`config.mk`:
```
export PLATFORM = sky130hd
export DESIGN_NAME = bbcb_cell
export DESIGN_NICKNAME = d
export VERILOG_FILES = /design/src/sv/bbcb_pkg.sv /design/src/sv/bbcb_cell.sv
export SDC_FILE = /design/constraint.sdc
export NUM_CORES = 1
export LEC_CHECK = 0
export ABC_AREA = 0
export BUFFER_PORTS_ARGS = -buffer_cell sky130_fd_sc_hd__clkbuf_2
export CORE_AREA = 2 2 146 148
export CTS_CLUSTER_SIZE = 30
export DETAILED_ROUTE_END_ITERATION = 12
export DIE_AREA = 0 0 148 150
export PLACE_DENSITY = 0.63
export SYNTH_ARGS = -nofsm -noshare
export SYNTH_HDL_FRONTEND = slang
export SYNTH_SLANG_ARGS = --single-unit
```
`constraint.sdc`:
```
create_clock -name clk -period 11.45 [get_ports clk]
set_input_delay 2.29 -clock clk [delete_from_list [all_inputs] [get_ports clk]]
set_output_delay 2.29 -clock clk [all_outputs]
set_load 0.05 [all_outputs]
```
`src/sv/bbcb_pkg.sv`:
```
// ----------------------------------------------------------------------------
// bbcb_pkg: shared types and codes for the basic block builder
// Entry and cell-control structs, instruction kinds, record and edge codes.
// ----------------------------------------------------------------------------
`default_nettype none

package bbcb_pkg;

	localparam int unsigned ADDR_W = 64;
	localparam int unsigned IW     = 6;   // index/count width, covers up to 63 entries

	typedef enum logic [1:0] {
		KIND_OTHER = 2'd0,
		KIND_JMP   = 2'd1,
		KIND_CJMP  = 2'd2,
		KIND_RET   = 2'd3
	} ikind_t;

	typedef enum logic [2:0] {
		REC_BLOCK = 3'd0,
		REC_OK    = 3'd1,
		REC_DUP   = 3'd2,
		REC_NOIMM = 3'd3,
		REC_OVF   = 3'd4
	} rec_t;

	typedef enum logic [1:0] {
		EDGE_NONE  = 2'd0,
		EDGE_RES   = 2'd1,
		EDGE_UNRES = 2'd2
	} edge_t;

	typedef struct packed {
		logic [ADDR_W-1:0] addr;
		logic [3:0]        len;
		logic [1:0]        kind;
		logic [ADDR_W-1:0] target;
		logic              leader;
		logic [IW-1:0]     owner;
	} entry_t;

	typedef struct packed {
		logic              ld_en;
		logic [IW-1:0]     ld_idx;
		logic [ADDR_W-1:0] ld_addr;
		logic [3:0]        ld_len;
		logic [1:0]        ld_kind;
		logic [ADDR_W-1:0] ld_target;
		logic              lead_clr;
		logic              lead_hit_en;
		logic              lead_idx_en;
		logic [IW-1:0]     lead_idx;
		logic              own_en;
		logic [IW-1:0]     own_idx;
		logic [IW-1:0]     own_val;
		logic [ADDR_W-1:0] query;
		logic [IW-1:0]     count;
	} cell_ctl_t;

endpackage

`default_nettype wire

```
`src/sv/bbcb_cell.sv`:
```
// ----------------------------------------------------------------------------
// bbcb_cell: one instruction slot of the builder row
// Holds one entry, compares it against the search address and passes the
// first-hit token on to the next cell.
// ----------------------------------------------------------------------------
`default_nettype none

module bbcb_cell #(
	parameter int unsigned INDEX = 0
) (
	input  wire logic              clk,
	input  wire logic              arst_n,
	input  wire bbcb_pkg::cell_ctl_t ctl,
	input  wire logic              hit_in,
	output logic                   hit_out,
	output logic                   match,
	output logic                   first,
	output bbcb_pkg::entry_t       ent
);
	import bbcb_pkg::*;

	localparam logic [IW-1:0] MY = IW'(INDEX);

	logic [ADDR_W-1:0] addr_q;
	logic [3:0]        len_q;
	logic [1:0]        kind_q;
	logic [ADDR_W-1:0] target_q;
	logic [IW-1:0]     owner_q;
	logic              leader_q;

	always_ff @(posedge clk) begin
		if (ctl.ld_en && ctl.ld_idx == MY) begin
			addr_q   <= ctl.ld_addr;
			len_q    <= ctl.ld_len;
			kind_q   <= ctl.ld_kind;
			target_q <= ctl.ld_target;
		end
		if (ctl.own_en && ctl.own_idx == MY) begin
			owner_q <= ctl.own_val;
		end
	end

	always_ff @(posedge clk or negedge arst_n) begin
		if (!arst_n) begin
			leader_q <= 1'b0;
		end else if (ctl.lead_clr) begin
			leader_q <= 1'b0;
		end else if ((ctl.lead_hit_en && first) || (ctl.lead_idx_en && ctl.lead_idx == MY)) begin
			leader_q <= 1'b1;
		end
	end

	assign match   = (MY < ctl.count) && (addr_q == ctl.query);
	assign first   = match & ~hit_in;
	assign hit_out = hit_in | match;

	always_comb begin
		ent.addr   = addr_q;
		ent.len    = len_q;
		ent.kind   = kind_q;
		ent.target = target_q;
		ent.leader = leader_q | (INDEX == 0);
		ent.owner  = owner_q;
	end

endmodule

`default_nettype wire

```
* Yosys cells after proc, flatten, opt, wreduce, memory -nomap -nowiden
Index checks and enable logic that the tools add are counted.
** Operators by class
- $lt $le $gt $ge :: 1
- Eq/ne operators :: 1
- Bitwise logic cells :: 3
- Reductions and logical operators :: 5
** Operators with widths (count)
- $eq A64 B64 Y1 :: 1
- $logic_not A6 Y1 :: 2
- $lt A1 B6 Y1 const A :: 1
- $logic_and A1 B1 Y1 :: 3
- $and A1 B1 Y1 :: 1
- $not A1 Y1 :: 1
- $or A1 B1 Y1 :: 1
** Word-level totals
- Register bits after elaboration :: 140
- Input port bits :: 236
- Output and inout bits :: 144
- Word-level logic and storage cells :: 15

* Longest topological paths before layout
- Depth in word-level cells :: 3
- Depth in mapped cells :: 5
- Gate-level depth less buffers :: 5

* Worst setup path after synthesis
Ideal clock, no wire load.
- Kind :: input to output
- Start point :: in ctl[10] (netlist name)
- End point :: out first
- Arrival time :: 4.029 ns
- Slack :: 5.131 ns
- Stages on the path :: 5
- Path buffers :: 0
- Cell sequence :: xnor2_1 -> nand4_1 -> nor4_1 -> nand3_1 -> nor3_1
** Between the ends
- Longest elaborated chain between the ends :: 3
** Ends and longest elaborated chain
- start, declared :: line bbcb_cell.sv:13 : input wire bbcb_pkg::cell_ctl_t ctl,
- $eq A64 B64 Y1 :: line bbcb_cell.sv:53 : assign match = (MY < ctl.count) && (addr_q == ctl.query);
- $logic_and A1 B1 Y1 :: line bbcb_cell.sv:53
- $and A1 B1 Y1 :: line bbcb_cell.sv:54 : assign first = match & ~hit_in;
- end, declared :: line bbcb_cell.sv:17 : output logic first,
No other way between the ends.

* Final worst setup path
- Start point :: in ctl[22] (netlist name)
- End point :: out first
Same word-level chain as after synthesis.

==> flow_summary.ini <==
[run_status]
status = finished, final reports clean

[setup_path]
end_kind = output pin
cp_max_fo = 3
worst_setup_path_start_kind = input pin
crit_type = input pin to output pin
cp.arrival_ns = 3.91
worstPathRequired_ns = 9.16

[global_routing]
grt_antenna_before_repair = 1
grt_overflow = 0
grt_use_total_pct = 12.4
grt_pass1_vias = 3650
grt_first_pass_wirelength_um = 19900
grt_max_degree = 78

[die]
start_util_pct = 24.0
die_h_um = 150
core_um2 = 20700
io_pins = 380
dieArea_um2 = 22200
rows = 53
fp.dieW_um = 148

[layout]
final_core_util_pct = 37.4
nFillCells = 2047
layout-drive-gt1-share_pct = 63.1
areaGrowthSynthToFinish_pct = 55.7
nets = 860
seqCellArea_um2 = 4200
mostFrequentLayoutCells = clkbuf_2 (368), edfxtp_1 (140), xnor2_1 (60), clkbuf_16 (17), nand4_1 (15)
multi_input_area_um2 = 763
mostFrequentLayoutCell = clkbuf_2
antenna_cells = 0

[logic_synthesis]
syn_area_um2 = 4970
yosys-top-cells-area = edfxtp_1 (85%), xnor2_1 (11%), nand4_1 (1.9%)
yosysWarnings = 0
syn-num-nets = 473
netlist.area_leader.share_pct = 84.6
avgSynthCellArea_um2 = 21.0
yosysSeqAreaShare_pct = 84.6
synth_cell_type_count = 15
syn_inst = 237
ys_ff_latch = 140
yosysTopAreaCell = edfxtp_1

[placed_design]
dp_hpwl_um = 11500
port_buffers = 368
routabilityCongestion = 0.746

[routing]
vias_per_cell = 3.89
wire_per_inst_um = 15.6
drc_errors = 0
first_pass_iters = 4
drt_iter0_drc = 101
via_count = 3546
routed_wl_um = 14200
ant_nets = 0

[clocking]
h-tree-depth = 4
hold_buffers = 0
cts_root_buf = clkbuf_16
numCtsBuffers = 17
cts_tree = done
clk_path_buf_depth = 2
cts_resized = 0
path_clk_slew_ns = 0.07
postCtsSetupBuffers = 0
clock_sinks = 140

[pwr]
ir_drop_mv = 0.0918
p_per_area_nw_per_um2 = 152
cellLeakagePower_uw = 0.00323

[sta]
whs_ns = 2.04
rsz0062_at_grt = false
timing.final.crit_share_pct = 54.2
final.setup.tns_ns = 0
finalHoldViolCount = 0
fmax_mhz = 161
worst_pin_slew_ns = 1.07
setup_viol = 0
post-route-min-period_ns = 6.20
worst_slew_margin_rel_pct = 28.3
slew_viol_final = 0

[hold_path]
worst_hold_path_type = input pin to flip-flop

[flow_run]
cap_violations = 0
[worst paths after layout]
kind  cells past startpoint           end      from
max                       7         first   ctl[22]
min                       1  target_q[46]  ctl[138]
[layout make-up]
class                           instances  share of cell area [%]
Sequential cell                       140                    54.3
Tap cell                              275                    4.45
Clock inverter                         14                    1.92
Clock buffer                           18                    5.55
Timing Repair Buffer                  369                    23.9
Multi-Input combinational cell         96                    9.86
[per-layer routing]
metal	wire, um	global-route usage (%)
met5	11	0
met1	5020	12.6
met2	7530	22.5
met4	227	4.62
met3	1450	5.61
[registers in the layout, indices dropped and copies added, names as in the netlist]
signal and count:
addr_q 64, target_q 64, owner_q 6, len_q 4, kind_q 2
[worst max-delay path, stage by stage]
cell	delay, ns
clkbuf_2	0.09
xnor2_1	0.16
nand4_1	0.15
nor4_1	0.46
o311ai_1	0.27
nor3_1	0.19
clkbuf_2	0.31
[cells by family (layout without fill, tap and decap cells)]
kind of cell	after synthesis	after routing	share of synthesized area, %
xor+xnor	64	64	11.3
simple gates	29	29	3.58
flops	140	140	84.6
other cells	1	1	0.0755
buf+inv	1	401	0.151
compound gates	2	2	0.327
[power breakdown]
part / internal (uW) / switching, uW / total, uW
clock: 308 / 231 / 539
sequential: 567 / 1.64 / 569
combinational: 37.7 / 31.6 / 69.3
[synthesized netlist by cell type]
library cell  instances
and3_1                1
nand4_1              15
edfxtp_1            140
xnor2_1              60
nor4_1                6
buf_4                 1
or4_1                 1
xor2_1                4
o21bai_1              1
nand3_1               1
nor2_1                2
o311ai_1              1
nor3_1                2
or4b_2                1
conb_1                1
[stage by stage]
stage	area [um2]	power (uW)	instances	setup slack [ns]
after floorplan	4970	606	237	5.13
after global placement	7160	648	880	5.18
after detailed placement	7160	650	880	5.20
after CTS	7740	1200	912	5.17
after global routing	7740	1220	912	5.03
final	7740	1180	912	5.25
Power figures use the tool's default switching activity.
